--- config.mk ---
export PLATFORM = sky130hd
export DESIGN_NAME = ntc_adc_to_temperature
export DESIGN_NICKNAME = d
export VERILOG_FILES = /design/src/sv/ntcadc_pkg.sv /design/src/sv/ntcadc_interp.sv /design/src/sv/ntc_adc_to_temperature.sv
export SDC_FILE = /design/constraint.sdc
export NUM_CORES = 1
export LEC_CHECK = 0
export BUFFER_PORTS_ARGS = -buffer_cell sky130_fd_sc_hd__buf_4
export CAP_MARGIN = 20
export CORE_ASPECT_RATIO = 1.5
export CORE_UTILIZATION = 45
export DETAILED_ROUTE_END_ITERATION = 12
export GPL_ROUTABILITY_DRIVEN = 1
export MAX_ROUTING_LAYER = met4
export SYNTH_ARGS = -nofsm -noshare
export SYNTH_HDL_FRONTEND = slang
export SYNTH_SLANG_ARGS = --single-unit
--- constraint.sdc ---
create_clock -name i_clk -period 9.76 [get_ports i_clk]
set_input_delay 1.952 -clock i_clk [delete_from_list [all_inputs] [get_ports i_clk]]
set_output_delay 1.952 -clock i_clk [all_outputs]
set_load 0.1 [all_outputs]
--- src/sv/ntcadc_pkg.sv ---
// ----------------------------------------------------------------------------
// ntcadc_pkg
// Shared constants, curve table and per-segment lookups for the NTC
// count-to-temperature converter.
// ----------------------------------------------------------------------------
package ntcadc_pkg;

    localparam int ADC_BITS     = 10;
    localparam int TABLE_POINTS = 8;
    localparam int SEGMENTS     = TABLE_POINTS - 1;
    localparam int SEG_BITS     = $clog2(SEGMENTS);
    localparam int PT_BITS      = $clog2(TABLE_POINTS);
    localparam int TEMP_BITS    = 12;
    localparam int CFG_IDX_BITS = 2;

    // config register indexes
    localparam logic [CFG_IDX_BITS-1:0] CFG_TEMP_MIN = CFG_IDX_BITS'(0);
    localparam logic [CFG_IDX_BITS-1:0] CFG_TEMP_MAX = CFG_IDX_BITS'(1);

    // segment arithmetic widths
    localparam int SPAN_BITS    = 8;    // widest count span is 150
    localparam int TSPAN_BITS   = 8;    // widest temperature span is 200
    localparam int PROD_BITS    = 15;   // tspan * delta stays below 2^15
    localparam int RECIP_SHIFT  = 23;   // PROD_BITS + SPAN_BITS, exact floor
    localparam int RECIP_BITS   = 18;
    localparam int QUOT_BITS    = 8;

    localparam logic [ADC_BITS-1:0] SHORT_LIMIT = ADC_BITS'(5);
    localparam logic [ADC_BITS-1:0] OPEN_LIMIT  = ADC_BITS'(1018);

    // descending counts, ascending temperatures (tenths of a degree)
    localparam logic [ADC_BITS-1:0] CURVE_COUNT [TABLE_POINTS] =
        '{960, 900, 820, 710, 580, 430, 300, 210};
    localparam logic signed [TEMP_BITS-1:0] CURVE_TEMP [TABLE_POINTS] =
        '{-100, 0, 200, 400, 600, 800, 1000, 1200};

    // ceil(2^RECIP_SHIFT / span) per segment; R*span - 2^23 < span keeps
    // floor(x*R >> 23) exact for every product below 2^15
    localparam logic [RECIP_BITS-1:0] SEG_RECIP [SEGMENTS] =
        '{139811, 104858, 76261, 64528, 55925, 64528, 93207};

    typedef struct packed {
        logic s1;
        logic s2;
        logic s3;
    } t_stage_en;

    typedef struct packed {
        logic signed [TEMP_BITS-1:0] base;
        logic [QUOT_BITS-1:0]        quot;
        logic                        shorted;
        logic                        open;
    } t_interp;

    function automatic logic [TSPAN_BITS-1:0] seg_tspan(input logic [SEG_BITS-1:0] seg);
        logic signed [TEMP_BITS-1:0] diff;
        diff = CURVE_TEMP[PT_BITS'(seg) + PT_BITS'(1)] - CURVE_TEMP[PT_BITS'(seg)];
        return diff[TSPAN_BITS-1:0];
    endfunction

endpackage

--- src/sv/ntcadc_interp.sv ---
// ----------------------------------------------------------------------------
// ntcadc_interp
// Three-stage interpolation datapath: segment search, span multiply and
// reciprocal multiply for the truncating division by the segment span.
// ----------------------------------------------------------------------------
module ntcadc_interp (
    input  logic                                i_clk,
    input  ntcadc_pkg::t_stage_en               i_en,
    input  logic [ntcadc_pkg::ADC_BITS-1:0]     i_adc_count,
    output ntcadc_pkg::t_interp                 o_res
);
    import ntcadc_pkg::*;

    // stage 1: fault check, clamp, segment search
    logic [ADC_BITS-1:0]   clamped;
    logic [SEG_BITS-1:0]   seg;
    logic [ADC_BITS-1:0]   delta_full;

    logic [SEG_BITS-1:0]   r1_seg;
    logic [SPAN_BITS-1:0]  r1_delta;
    logic                  r1_short;
    logic                  r1_open;

    always_comb begin
        if (i_adc_count >= CURVE_COUNT[0]) begin
            clamped = CURVE_COUNT[0];
        end else if (i_adc_count <= CURVE_COUNT[TABLE_POINTS-1]) begin
            clamped = CURVE_COUNT[TABLE_POINTS-1];
        end else begin
            clamped = i_adc_count;
        end
        // points 1..last-1 at or above the count push the segment index up
        seg = '0;
        for (int k = 1; k < TABLE_POINTS - 1; k++) begin
            if (CURVE_COUNT[k] >= clamped) begin
                seg = seg + SEG_BITS'(1);
            end
        end
        delta_full = CURVE_COUNT[PT_BITS'(seg)] - clamped;
    end

    always_ff @(posedge i_clk) begin
        if (i_en.s1) begin
            r1_seg   <= seg;
            r1_delta <= delta_full[SPAN_BITS-1:0];
            r1_short <= (i_adc_count <= SHORT_LIMIT);
            r1_open  <= (i_adc_count >= OPEN_LIMIT);
        end
    end

    // stage 2: temperature span times delta
    logic [TSPAN_BITS+SPAN_BITS-1:0] prod_full;
    logic [PROD_BITS-1:0]            r2_prod;
    logic [SEG_BITS-1:0]             r2_seg;
    logic                            r2_short;
    logic                            r2_open;

    assign prod_full = {{SPAN_BITS{1'b0}}, seg_tspan(r1_seg)}
                     * {{TSPAN_BITS{1'b0}}, r1_delta};

    always_ff @(posedge i_clk) begin
        if (i_en.s2) begin
            r2_prod  <= prod_full[PROD_BITS-1:0];
            r2_seg   <= r1_seg;
            r2_short <= r1_short;
            r2_open  <= r1_open;
        end
    end

    // stage 3: divide by span via reciprocal
    logic [PROD_BITS+RECIP_BITS-1:0] recip_full;
    logic [QUOT_BITS-1:0]            r3_quot;
    logic [SEG_BITS-1:0]             r3_seg;
    logic                            r3_short;
    logic                            r3_open;

    assign recip_full = {{RECIP_BITS{1'b0}}, r2_prod}
                      * {{PROD_BITS{1'b0}}, SEG_RECIP[r2_seg]};

    always_ff @(posedge i_clk) begin
        if (i_en.s3) begin
            r3_quot  <= recip_full[RECIP_SHIFT +: QUOT_BITS];
            r3_seg   <= r2_seg;
            r3_short <= r2_short;
            r3_open  <= r2_open;
        end
    end

    always_comb begin
        o_res.base    = CURVE_TEMP[PT_BITS'(r3_seg)];
        o_res.quot    = r3_quot;
        o_res.shorted = r3_short;
        o_res.open    = r3_open;
    end

endmodule

--- src/sv/ntc_adc_to_temperature.sv ---
// ----------------------------------------------------------------------------
// ntc_adc_to_temperature
// NTC divider ADC count to temperature (tenths of a degree) with fault and
// plausibility flags.
// ----------------------------------------------------------------------------
// Usage: one 10-bit count word in, one result word out of the output
// register at the end of the pipeline. Counts at or below 5 report a short,
// at or above 1018 an open sensor; both give temperature 0 and clear
// reading_valid. Other counts are clamped to the 960..210 curve ends and
// linearly interpolated between the eight curve points (quotient
// truncates). reading_valid also drops when the temperature is outside
// [temp_min_x10, temp_max_x10] (reset -100 and 1200; writing min above max
// marks every non-fault reading invalid). The block takes a new word every
// cycle that o_stall is low, one word per clock through the four-register
// pipeline: segment search, span multiply, reciprocal multiply (the exact
// divide by the segment span), then base add and limit compare into the
// output register. Each stage moves whenever the one after it is empty or
// moving, so bubbles collapse under a stall and o_stall rises only when all
// four stages hold words. Config registers are always ready; write them
// only while the pipeline is empty.
// ----------------------------------------------------------------------------
module ntc_adc_to_temperature (
    input  logic                                    i_clk,
    input  logic                                    i_rst_n,
    // sample input
    input  logic                                    i_valid,
    output logic                                    o_stall,
    input  logic [ntcadc_pkg::ADC_BITS-1:0]         i_adc_count,
    // result output
    output logic                                    o_valid,
    input  logic                                    i_stall,
    output logic signed [ntcadc_pkg::TEMP_BITS-1:0] o_temperature_x10,
    output logic                                    o_reading_valid,
    output logic                                    o_sensor_shorted,
    output logic                                    o_sensor_open,
    // config write
    input  logic                                    i_cfg_valid,
    output logic                                    o_cfg_ready,
    input  logic [ntcadc_pkg::CFG_IDX_BITS-1:0]     i_cfg_index,
    input  logic [ntcadc_pkg::TEMP_BITS-1:0]        i_cfg_data
);
    import ntcadc_pkg::*;

    // ---------------- config registers ----------------
    logic signed [TEMP_BITS-1:0] r_temp_min;
    logic signed [TEMP_BITS-1:0] r_temp_max;

    assign o_cfg_ready = 1'b1;

    always_ff @(posedge i_clk) begin
        if (!i_rst_n) begin
            r_temp_min <= -TEMP_BITS'(100);
            r_temp_max <= TEMP_BITS'(1200);
        end else if (i_cfg_valid && o_cfg_ready) begin
            unique case (i_cfg_index)
                CFG_TEMP_MIN: r_temp_min <= i_cfg_data;
                CFG_TEMP_MAX: r_temp_max <= i_cfg_data;
                default: ;  // unknown index: ignored
            endcase
        end
    end

    // ---------------- pipeline control ----------------
    // r_vld[0..2]: datapath stages, r_vld[3]: output register
    logic [3:0]  r_vld;
    logic [3:0]  adv;
    t_stage_en   en;

    always_comb begin
        adv[3] = !r_vld[3] || !i_stall;
        adv[2] = !r_vld[2] || adv[3];
        adv[1] = !r_vld[1] || adv[2];
        adv[0] = !r_vld[0] || adv[1];
        en.s1  = adv[0];
        en.s2  = adv[1];
        en.s3  = adv[2];
    end

    assign o_stall = !adv[0];

    always_ff @(posedge i_clk) begin
        if (!i_rst_n) begin
            r_vld <= '0;
        end else begin
            if (adv[0]) r_vld[0] <= i_valid;
            if (adv[1]) r_vld[1] <= r_vld[0];
            if (adv[2]) r_vld[2] <= r_vld[1];
            if (adv[3]) r_vld[3] <= r_vld[2];
        end
    end

    // ---------------- datapath stages 1..3 ----------------
    t_interp interp;

    ntcadc_interp u_interp (
        .i_clk       (i_clk),
        .i_en        (en),
        .i_adc_count (i_adc_count),
        .o_res       (interp)
    );

    // ---------------- stage 4: base add, faults, limits ----------------
    logic signed [TEMP_BITS-1:0] n_temp;
    logic                        n_reading_valid;
    logic signed [TEMP_BITS-1:0] lin_temp;
    logic                        fault;

    logic signed [TEMP_BITS-1:0] r_temp;
    logic                        r_reading_valid;
    logic                        r_shorted;
    logic                        r_open;

    always_comb begin
        lin_temp = interp.base
                 + $signed({{(TEMP_BITS-QUOT_BITS){1'b0}}, interp.quot});
        fault    = interp.shorted || interp.open;
        if (fault) begin
            n_temp          = '0;
            n_reading_valid = 1'b0;
        end else begin
            n_temp          = lin_temp;
            n_reading_valid = (lin_temp >= r_temp_min) && (lin_temp <= r_temp_max);
        end
    end

    always_ff @(posedge i_clk) begin
        if (adv[3]) begin
            r_temp          <= n_temp;
            r_reading_valid <= n_reading_valid;
            r_shorted       <= interp.shorted;
            r_open          <= interp.open && !interp.shorted;
        end
    end

    assign o_valid           = r_vld[3];
    assign o_temperature_x10 = r_temp;
    assign o_reading_valid   = r_reading_valid;
    assign o_sensor_shorted  = r_shorted;
    assign o_sensor_open     = r_open;

    // ---------------- assertions ----------------
    a_fault_exclusive: assert property (@(posedge i_clk) disable iff (!i_rst_n)
        o_valid |-> !(o_sensor_shorted && o_sensor_open))
        else $error("short and open flagged together");

    a_fault_zero: assert property (@(posedge i_clk) disable iff (!i_rst_n)
        (o_valid && (o_sensor_shorted || o_sensor_open))
            |-> (o_temperature_x10 == '0) && !o_reading_valid)
        else $error("fault word carries temperature or valid");

    a_valid_in_limits: assert property (@(posedge i_clk) disable iff (!i_rst_n)
        (o_valid && o_reading_valid)
            |-> (o_temperature_x10 >= r_temp_min) && (o_temperature_x10 <= r_temp_max))
        else $error("valid reading outside limits");

    a_curve_range: assert property (@(posedge i_clk) disable iff (!i_rst_n)
        (o_valid && !o_sensor_shorted && !o_sensor_open)
            |-> (o_temperature_x10 >= CURVE_TEMP[0])
             && (o_temperature_x10 <= CURVE_TEMP[TABLE_POINTS-1]))
        else $error("interpolated temperature outside curve");

    a_stall_full: assert property (@(posedge i_clk) disable iff (!i_rst_n)
        o_stall |-> (r_vld == 4'b1111))
        else $error("input stalled with a free pipeline stage");

endmodule

==> metrics.md, run 1 <==
| Metric | Value |
|---|---|
| Status | complete, no violations |
| Row count | 77 |
| Most frequent cells in the layout | inv_1, nand2_1, fa_1, ha_1, and2_1 |
| Syn_nets | 1862 |
| Core footprint | 29700 sq um |
| Synthesis-stage register bit count | 87 |
| Synth area leaders | fa_1, ha_1, edfxtp_1 |
| Vias in the first global route | 10370 |
| Grt ovf | 0 |
| Synth Instances | 1450 |
| CTS Root Cell | clkbuf_16 |
| Area grow syn2layout | 7.44% |
| CTS sink cnt | 87 |
| CTS Buffer Depth | 2 |
| CP max FO | 9 |
| Required @ worst endpoint | 9.85 ns |
| Critical path capture point type | flop |
| Die area | 31100 sq um |
| Initial antenna violation count | 0 |
| Ports | 47 |
| # fillers | 2857 |
| CTS tree | done |
| Netlist cell types | 69 |
| H-tree depth | 3 |
| Residual DRC | 0 |
| Compound-cell area share of the yosys netlist | 8.00% |
| Pins Over Slew Limit | 0 |
| 1st-iter DRT viols | 353 |
| IO buf count | 45 |
| Area share of the largest cell type after synthesis | 29.1% |
| Utilization after layout | 49.6% |
| Post-synth EDFFs | 59 |
| CP most frequent cell | ha_1 |
| Period utilisation layout | 77.4% |
| Nets | 1882 |
| Max stage delay on crit path | 0.43 ns |
| # diodes | 0 |
| Hold Fails Final Rpt | 0 |
| Sequential fraction of the synthesis area | 17.0% |
| Multi-input logic area | 10100 sq um |
| Die width | 144 um |
| Ys flop type | edfxtp_1 |
| Post-Synth Adder-Cell Area | 45.9% |
| Simple-gate area share of the yosys netlist | 15.2% |
| Routability cong. | 0.852 |
| Fmax | 132 MHz |
| Overall Global Routing Usage | 21.8% |
| Hold_buf cts | 0 |
| Inst Count DP | 1853 |
| Routed Antenna Nets | 0 |
| Syn Std Cell Area | 13700 sq um |
| TritonRoute pass-1 iters | 4 |
| CP Class | in -> reg |
| RSZ-0062 raised after global routing | no |
| CP max-delay cell | a2111oi_4 |
| Clock latency on the worst-skew pair | 0.35 ns |
| Crit path DAT | 7.65 ns |
| Area occupied by registers | 2330 sq um |
| Setup TNS | 0 ns |
| Fin cells | 1870 |
| Post-synthesis xor/xnor area fraction | 3.52% |
| Slew @ Worst Pin | 0.850 ns |
| # resized after CTS | 0 |
| CTS Buf Count | 9 |
| DR vias | 9496 |
| Slew headroom | 43.3% |
| Hold Crit Class | reg -> reg |
| Area leader, netlist | fa_1 |
| Fin Clk Skew | 0.00782 ns |
| Share of layout cells above drive strength 1 | 6.64% |
| Main combinational cell family by area after synthesis | adder cells |
| Commonest non-fill, non-tap cell in the layout | inv_1 |
| First-pass GRT wire length | 50700 um |
| Syn_area_per_cell | 9.44 sq um |
| Fin crit period | 7.55 ns |
| CP delay by family, top | compound AO/OA/AOI/OAI gates |
| Max cap viols | 0 |
| Startpoint Class | input pin |
| YS warnings | 0 |
| Largest net degree at the start of global routing | 29 |
| Async S/R FF share, synth | 0% |
| Final setup viols | 0 |
| Worst-path clk slew | 0.06 ns |
| Post-CTS Setup Bufs | 0 |
| Drt total wl | 30000 um |
| Die Y | 216 um |
| Routed wire length per instance | 16.1 um |
| Vias/cell | 5.08 |
| WP buf/inv | 1 |
| Initial Utilization | 46.1% |
| Final HPWL DP | 24500 um |
| Mux share of post-synthesis cell area | 0.978% |
## through the flow
stage	cell area [sq um]	setup slack [ns]	hold slack, ns
5_1_grt	14700	1.71	0.429
3_3_place_gp	14400	1.94	0.402
3_5_place_dp	14400	1.81	0.405
6_report	14700	2.21	0.417
4_1_cts	14700	2.09	0.419
2_1_floorplan	13700	2.26	0.400
## sequential cells by signal (all words and copies together), names as in the netlist, 3 cells and up
name and flops:
r_temp_min 12, u_interp.r3_seg 3, o_temperature_x10 12, u_interp.r1_delta 8, r_vld 4, u_interp.r2_prod 13, u_interp.r1_seg 3, r_temp_max 12
u_interp.r3_quot 8, u_interp.r2_seg 3
## cell type report
| cell class | count | area share [%] |
|---|---|---|
| well taps | 395 | 3.36 |
| multi-input cells | 1033 | 68.6 |
| repair buffers | 56 | 2.88 |
| clock inverters | 1 | 0.0425 |
| inverters | 283 | 7.22 |
| clock buffers | 15 | 2.04 |
| flip-flops and latches | 87 | 15.9 |
## cell usage after synthesis (4+ instances only)
master,instances
buf_2,4
mux2i_1,7
nand4_1,7
clkbuf_1,38
o21bai_1,5
dfxtp_1,28
o21a_1,11
nand2b_1,10
nor2b_1,24
xor2_1,10
inv_1,282
xnor2_1,40
a31oi_1,4
nor3_1,9
o211ai_1,20
a21o_1,17
or2_2,4
fa_1,199
nor2_1,27
ha_1,184
a21oi_1,33
and2_1,102
nand3_1,6
nand2_1,221
edfxtp_1,59
o21ai_0,25
a21boi_0,13
## path summary, 6_finish.rpt
| kind | from | to | slack, ns | depth (start not counted) |
|---|---|---|---|---|
| worst min-delay path | u_interp.r2_short$_DFFE_PP_ | u_interp.r3_short$_DFFE_PP_ | 0.42 | 0 |
| worst min register to register | u_interp.r2_short$_DFFE_PP_ | u_interp.r3_short$_DFFE_PP_ | 0.42 | 0 |
| worst max register to register | u_interp.r2_seg[2]$_DFFE_PP_ | u_interp.r3_quot[7]$_DFFE_PP_ | 2.22 | 21 |
| worst max-delay path | i_adc_count[1] | u_interp.r1_delta[7]$_DFFE_PN_ | 2.21 | 27 |
## cells by family after synthesis
family | after synthesis
AOI/OAI and AO/OA | 155
xor gates and xnor gates | 52
adders and majority gates | 383
buffers and inverters | 330
DFF | 87
muxes | 12
other | 1
and+or+nand+nor | 430
## metal layers
metal / up-vias / GRT usage (%) / share of wire [%]
li1: 4579 / - / -
met1: 4727 / 23.4 / 38
met2: 133 / 40.7 / 56
met3: 57 / 2.15 / 2.7
met4: 0 / 7.40 / 3.1
met5: - / - / 0
Power of run 1 is not shown: default switching activity piles up to over one toggle a cycle in this logic, so the estimate is an artifact.
==> run 2, diff against run 1 <==
- clock period: 9.76 -> 7.7 ns (I/O delays scaled with it)
==> metrics.md, run 2 (synthesis results as in run 1) <==
| Metric | Value |
|---|---|
| Largest net degree at the start of global routing | 29 (unchanged) |
| Grt ovf | 0 (unchanged) |
| Area occupied by registers | 2330 sq um (unchanged) |
| IO buf count | 45 (unchanged) |
| Crit path DAT | 7.40 ns (-0.25 ns) |
| Top reg by flops | u_interp.r2_prod |
| Routed Antenna Nets | 0 (unchanged) |
| Clock latency on the worst-skew pair | 0.34 ns (about the same) |
| CTS tree | done |
| Met3 Usage GRT | 2.35% (+0.20 points) |
| Fin Clk Skew | 0.0106 ns (+0.00276 ns) |
| Die Y | 216 um (unchanged) |
| Die width | 144 um (unchanged) |
| Final hold slack | 0.419 ns (+0.00177 ns) |
| Final setup viols | 0 (unchanged) |
| Startpoint Class | flop |
| Residual DRC | 0 (unchanged) |
| Overall Global Routing Usage | 21.8% (+0.067 points) |
| Ports | 47 (unchanged) |
| Most frequent cells in the layout | inv_1, nand2_1, fa_1, ha_1, and2_1 |
| Met1 usage | 23.5% (+0.085 points) |
| 1st-iter DRT viols | 351 (-0.57%) |
| Slew headroom | 40.9% (-2.4 points) |
| Required @ worst endpoint | 7.77 ns (-2.08 ns) |
| Vias/cell | 5.10 (+0.50%) |
| Die area | 31100 sq um (unchanged) |
| Core footprint | 29700 sq um (unchanged) |
| Row count | 77 (unchanged) |
| Multi-input logic area | 10100 sq um (unchanged) |
| Drt total wl | 30400 um (+1.4%) |
| Period utilisation layout | 95.2% |
| # fillers | 2937 (+2.8%) |
| CP max FO | 10 (+1) |
| Status | complete, no violations |
| TritonRoute pass-1 iters | 5 (+1) |
| Hold_buf cts | 0 (unchanged) |
| Fin crit period | 7.33 ns |
| DR vias | 9579 (+0.87%) |
| RSZ-0062 raised after global routing | no |
| Max reg flops | 13 (unchanged) |
| Hold Fails Final Rpt | 0 (unchanged) |
| Met2 usage | 40.7% (-0.064 points) |
| Critical path capture point type | flop |
| CTS Buf Count | 9 (unchanged) |
| Hold Crit Class | reg -> reg |
| Initial Utilization | 46.1% (unchanged) |
| Setup TNS | 0 ns (unchanged) |
| Worst-path clk slew | 0.06 ns (about the same) |
| Share of layout cells above drive strength 1 | 7.09% (+0.44 points) |
| Vias in the first global route | 10171 (-1.9%) |
| Slew @ Worst Pin | 0.874 ns (+0.0238 ns) |
| Max cap viols | 0 (unchanged) |
| # diodes | 0 (unchanged) |
| Routed wire length per instance | 16.2 um (+0.99%) |
| Utilization after layout | 49.7% (+0.13 points) |
| CTS Root Cell | clkbuf_16 |
| CTS Buffer Depth | 2 (unchanged) |
| Most used routing layer | met2 |
| H-tree depth | 3 (unchanged) |
| Routability cong. | 0.836 (-1.8%) |
| First-pass GRT wire length | 50700 um (about the same) |
| Area grow syn2layout | 7.71% |
| CTS sink cnt | 87 (unchanged) |
| Post-CTS Setup Bufs | 0 (unchanged) |
| # resized after CTS | 0 (unchanged) |
| Nets | 1889 (+0.37%) |
| Final HPWL DP | 25200 um (+2.8%) |
| Fmax | 136 MHz |
| Initial antenna violation count | 0 (unchanged) |
| Pins Over Slew Limit | 0 (unchanged) |
| CP Class | reg -> reg |
| Commonest non-fill, non-tap cell in the layout | inv_1 |
[run 2: area by class of cell]
cell class	instances	area share (%)
clock inverter	5	0.399
timing repair buffer	63	3.23
multi-input combinational	1033	68.4
sequential	87	15.8
tap	395	3.35
clock buffer	11	1.58
inverter	283	7.20
[run 2: layer usage]
layer | wire (um) | share of wire (%)
met2 | 17200 | 56
met3 | 738 | 2.4
met4 | 977 | 3.2
met5 | 0 | 0
met1 | 11500 | 38
[run 2: path summary, 6_finish.rpt]
check | from | endpoint | slack (ns) | cells past startpoint
worst min-delay path | u_interp.r2_short$_DFFE_PP_ | u_interp.r3_short$_DFFE_PP_ | 0.42 | 0
worst max-delay path | u_interp.r2_seg[1]$_DFFE_PP_ | u_interp.r3_quot[7]$_DFFE_PP_ | 0.37 | 24
worst max register to register | u_interp.r2_seg[1]$_DFFE_PP_ | u_interp.r3_quot[7]$_DFFE_PP_ | 0.37 | 24
worst min register to register | u_interp.r2_short$_DFFE_PP_ | u_interp.r3_short$_DFFE_PP_ | 0.42 | 0
[run 2: worst max-delay path, stage by stage (launching register included)]
cell and delay, ns:
edfxtp_1 0.55, inv_1 0.16, ha_1 0.29, nor2b_1 0.36
buf_4 0.26, nand2_1 0.11, fa_1 0.58, inv_1 0.06
fa_1 0.49, inv_1 0.05, fa_1 0.47, inv_1 0.07
fa_1 0.50, fa_1 0.50, ha_1 0.33, ha_1 0.29
inv_1 0.09, o211ai_1 0.14, a31oi_1 0.35, o31a_1 0.22
a211oi_1 0.12, or4_1 0.47, a311o_1 0.32, a21oi_1 0.19
xnor2_1 0.08
[run 2: metrics by stage]
| step | cells | setup WS, ns | area [sq um] |
|---|---|---|---|
| finish | 1877 | 0.373 | 14700 |
| global route | 1877 | 0.0546 | 14700 |
| CTS | 1877 | 0.325 | 14700 |
| detailed placement | 1861 | 0.131 | 14500 |
| global placement | 1860 | 0.282 | 14400 |
| floorplan | 1450 | 0.611 | 13700 |
Power of run 2 is left out for the same reason.
==> run 3, diff against run 2 <==
- RECOVER_POWER: not set -> 25
==> metrics.md, run 3 (synthesis results as in run 1) <==
| Metric | Value |
|---|---|
| Routed Antenna Nets | 0 (unchanged) |
| RSZ-0062 raised after global routing | no |
| Top reg by flops | u_interp.r2_prod |
| CTS Buffer Depth | 2 (unchanged) |
| Critical path capture point type | flop |
| TritonRoute pass-1 iters | 5 (unchanged) |
| Final setup viols | 0 (unchanged) |
| Hold_buf cts | 0 (unchanged) |
| CTS sink cnt | 87 (unchanged) |
| Multi-input logic area | 10100 sq um (unchanged) |
| Vias in the first global route | 10171 (unchanged) |
| Fin Clk Skew | 0.0102 ns (-0.000383 ns) |
| DR vias | 9607 (+0.29%) |
| CTS Buf Count | 9 (unchanged) |
| Routed wire length per instance | 16.2 um (about the same) |
| Drt total wl | 30400 um (about the same) |
| Commonest non-fill, non-tap cell in the layout | inv_1 |
| Area grow syn2layout | 7.63% (about the same) |
| Slew @ Worst Pin | 1.27 ns (+0.393 ns) |
| Crit path DAT | 7.37 ns (-0.03 ns) |
| Most frequent cells in the layout | inv_1, nand2_1, fa_1, ha_1, and2_1 |
| R2R cell count | 24 (unchanged) |
| CP max FO | 10 (unchanged) |
| Largest net degree at the start of global routing | 29 (unchanged) |
| CP max-delay cell | fa_1 |
| R2R Setup Slk | 0.40 ns (+0.03 ns) |
| Initial Utilization | 46.1% (unchanged) |
| Hold Fails Final Rpt | 0 (unchanged) |
| Worst-path cell chain | inv_1, ha_1, nor2b_1, buf_4, nand2_1, fa_1, inv_1, fa_1, inv_1, fa_1, inv_1, fa_1, fa_1, ha_1, ha_1, inv_1, o211ai_1, a31oi_1, o31a_1, a211oi_1, or4_1, a311o_1, a21oi_1, xnor2_1 |
| Pins Over Slew Limit | 0 (unchanged) |
| IO buf count | 45 (unchanged) |
| # diodes | 0 (unchanged) |
| Ports | 47 (unchanged) |
| Nets | 1889 (unchanged) |
| CTS tree | done |
| Final HPWL DP | 25200 um (unchanged) |
| Grt ovf | 0 (unchanged) |
| Slew headroom | 15.5% (-25 points) |
| Max stage delay on crit path | 0.58 ns (about the same) |
| Utilization after layout | 49.7% (about the same) |
| First-pass GRT wire length | 50700 um (unchanged) |
| Residual DRC | 0 (unchanged) |
| Row count | 77 (unchanged) |
| CP Class | reg -> reg |
| Setup TNS | 0 ns (unchanged) |
| Required @ worst endpoint | 7.77 ns (about the same) |
| Post-CTS Setup Bufs | 0 (unchanged) |
| 1st-iter DRT viols | 367 (+4.6%) |
| Final hold slack | 0.419 ns (unchanged) |
| Core footprint | 29700 sq um (unchanged) |
| Period utilisation layout | 94.8% (-0.33 points) |
| Cells on Worst Hold Path | 0 (unchanged) |
| # resized after CTS | 0 (unchanged) |
| Vias/cell | 5.12 (+0.29%) |
| Worst-path clk slew | 0.06 ns (about the same) |
| Routability cong. | 0.836 (unchanged) |
| CTS Root Cell | clkbuf_16 |
| Clock latency on the worst-skew pair | 0.34 ns (about the same) |
| Fin crit period | 7.30 ns (-0.0253 ns) |
| # fillers | 2939 (+0.068%) |
| H-tree depth | 3 (unchanged) |
| Overall Global Routing Usage | 21.8% (unchanged) |
| Fmax | 137 MHz (+0.35%) |
| Die area | 31100 sq um (unchanged) |
| Status | complete, no violations |
| Die width | 144 um (unchanged) |
| Hold Crit Class | reg -> reg |
| Initial antenna violation count | 0 (unchanged) |
| Startpoint Class | flop |
| Area occupied by registers | 2330 sq um (unchanged) |
| Share of layout cells above drive strength 1 | 6.88% (-0.20 points) |
| Max cap viols | 0 (unchanged) |
| Max reg flops | 13 (unchanged) |
| Die Y | 216 um (unchanged) |
==> run 3: cell types whose count changed in the layout (fill, tap and decap cells not counted) <==
cell and change:
buf_4 -3, clkbuf_1 +3, and2_0 +1, and2_1 -1
==> run 3: stage by stage <==
stage	setup slack, ns	cell area, sq um	cells
floorplan	0.611	13700	1450
global placement	0.282	14400	1860
detailed placement	0.131	14500	1861
CTS	0.325	14700	1877
global route	0.0543	14700	1877
finish	0.399	14700	1877
==> run 3: routing by layer <==
metal	vias up	global-route usage, %	part of all wire [%]
li1	4605	-	-
met1	4808	23.5	38
met2	143	40.7	57
met3	51	2.35	2.6
met4	0	7.51	3.1
met5	-	-	0
==> run 3: layout make-up <==
class / count / area share (%)
Inverter: 283 / 7.21
Clock buffer: 11 / 1.58
Multi-Input combinational cell: 1033 / 68.5
Clock inverter: 5 / 0.399
Sequential cell: 87 / 15.8
Tap cell: 395 / 3.35
Timing Repair Buffer: 63 / 3.16
==> run 3: worst paths after layout <==
check                                from                             to
min           u_interp.r2_short$_DFFE_PP_    u_interp.r3_short$_DFFE_PP_
min reg2reg   u_interp.r2_short$_DFFE_PP_    u_interp.r3_short$_DFFE_PP_
max reg2reg  u_interp.r2_seg[1]$_DFFE_PP_  u_interp.r3_quot[7]$_DFFE_PP_
max          u_interp.r2_seg[1]$_DFFE_PP_  u_interp.r3_quot[7]$_DFFE_PP_
==> run 3: worst max-delay path: cells and delay by family (launching register included) <==
kind | cells | cell delay [ns]
XOR/XNOR | 1 | 0.08
buffers and inverters | 6 | 0.69
AND/OR/NAND/NOR | 3 | 0.94
AO/OA/AOI/OAI | 6 | 1.33
flip-flops | 1 | 0.54
adder cells (fa/ha/maj) | 8 | 3.45
Power of run 3 is left out for the same reason.
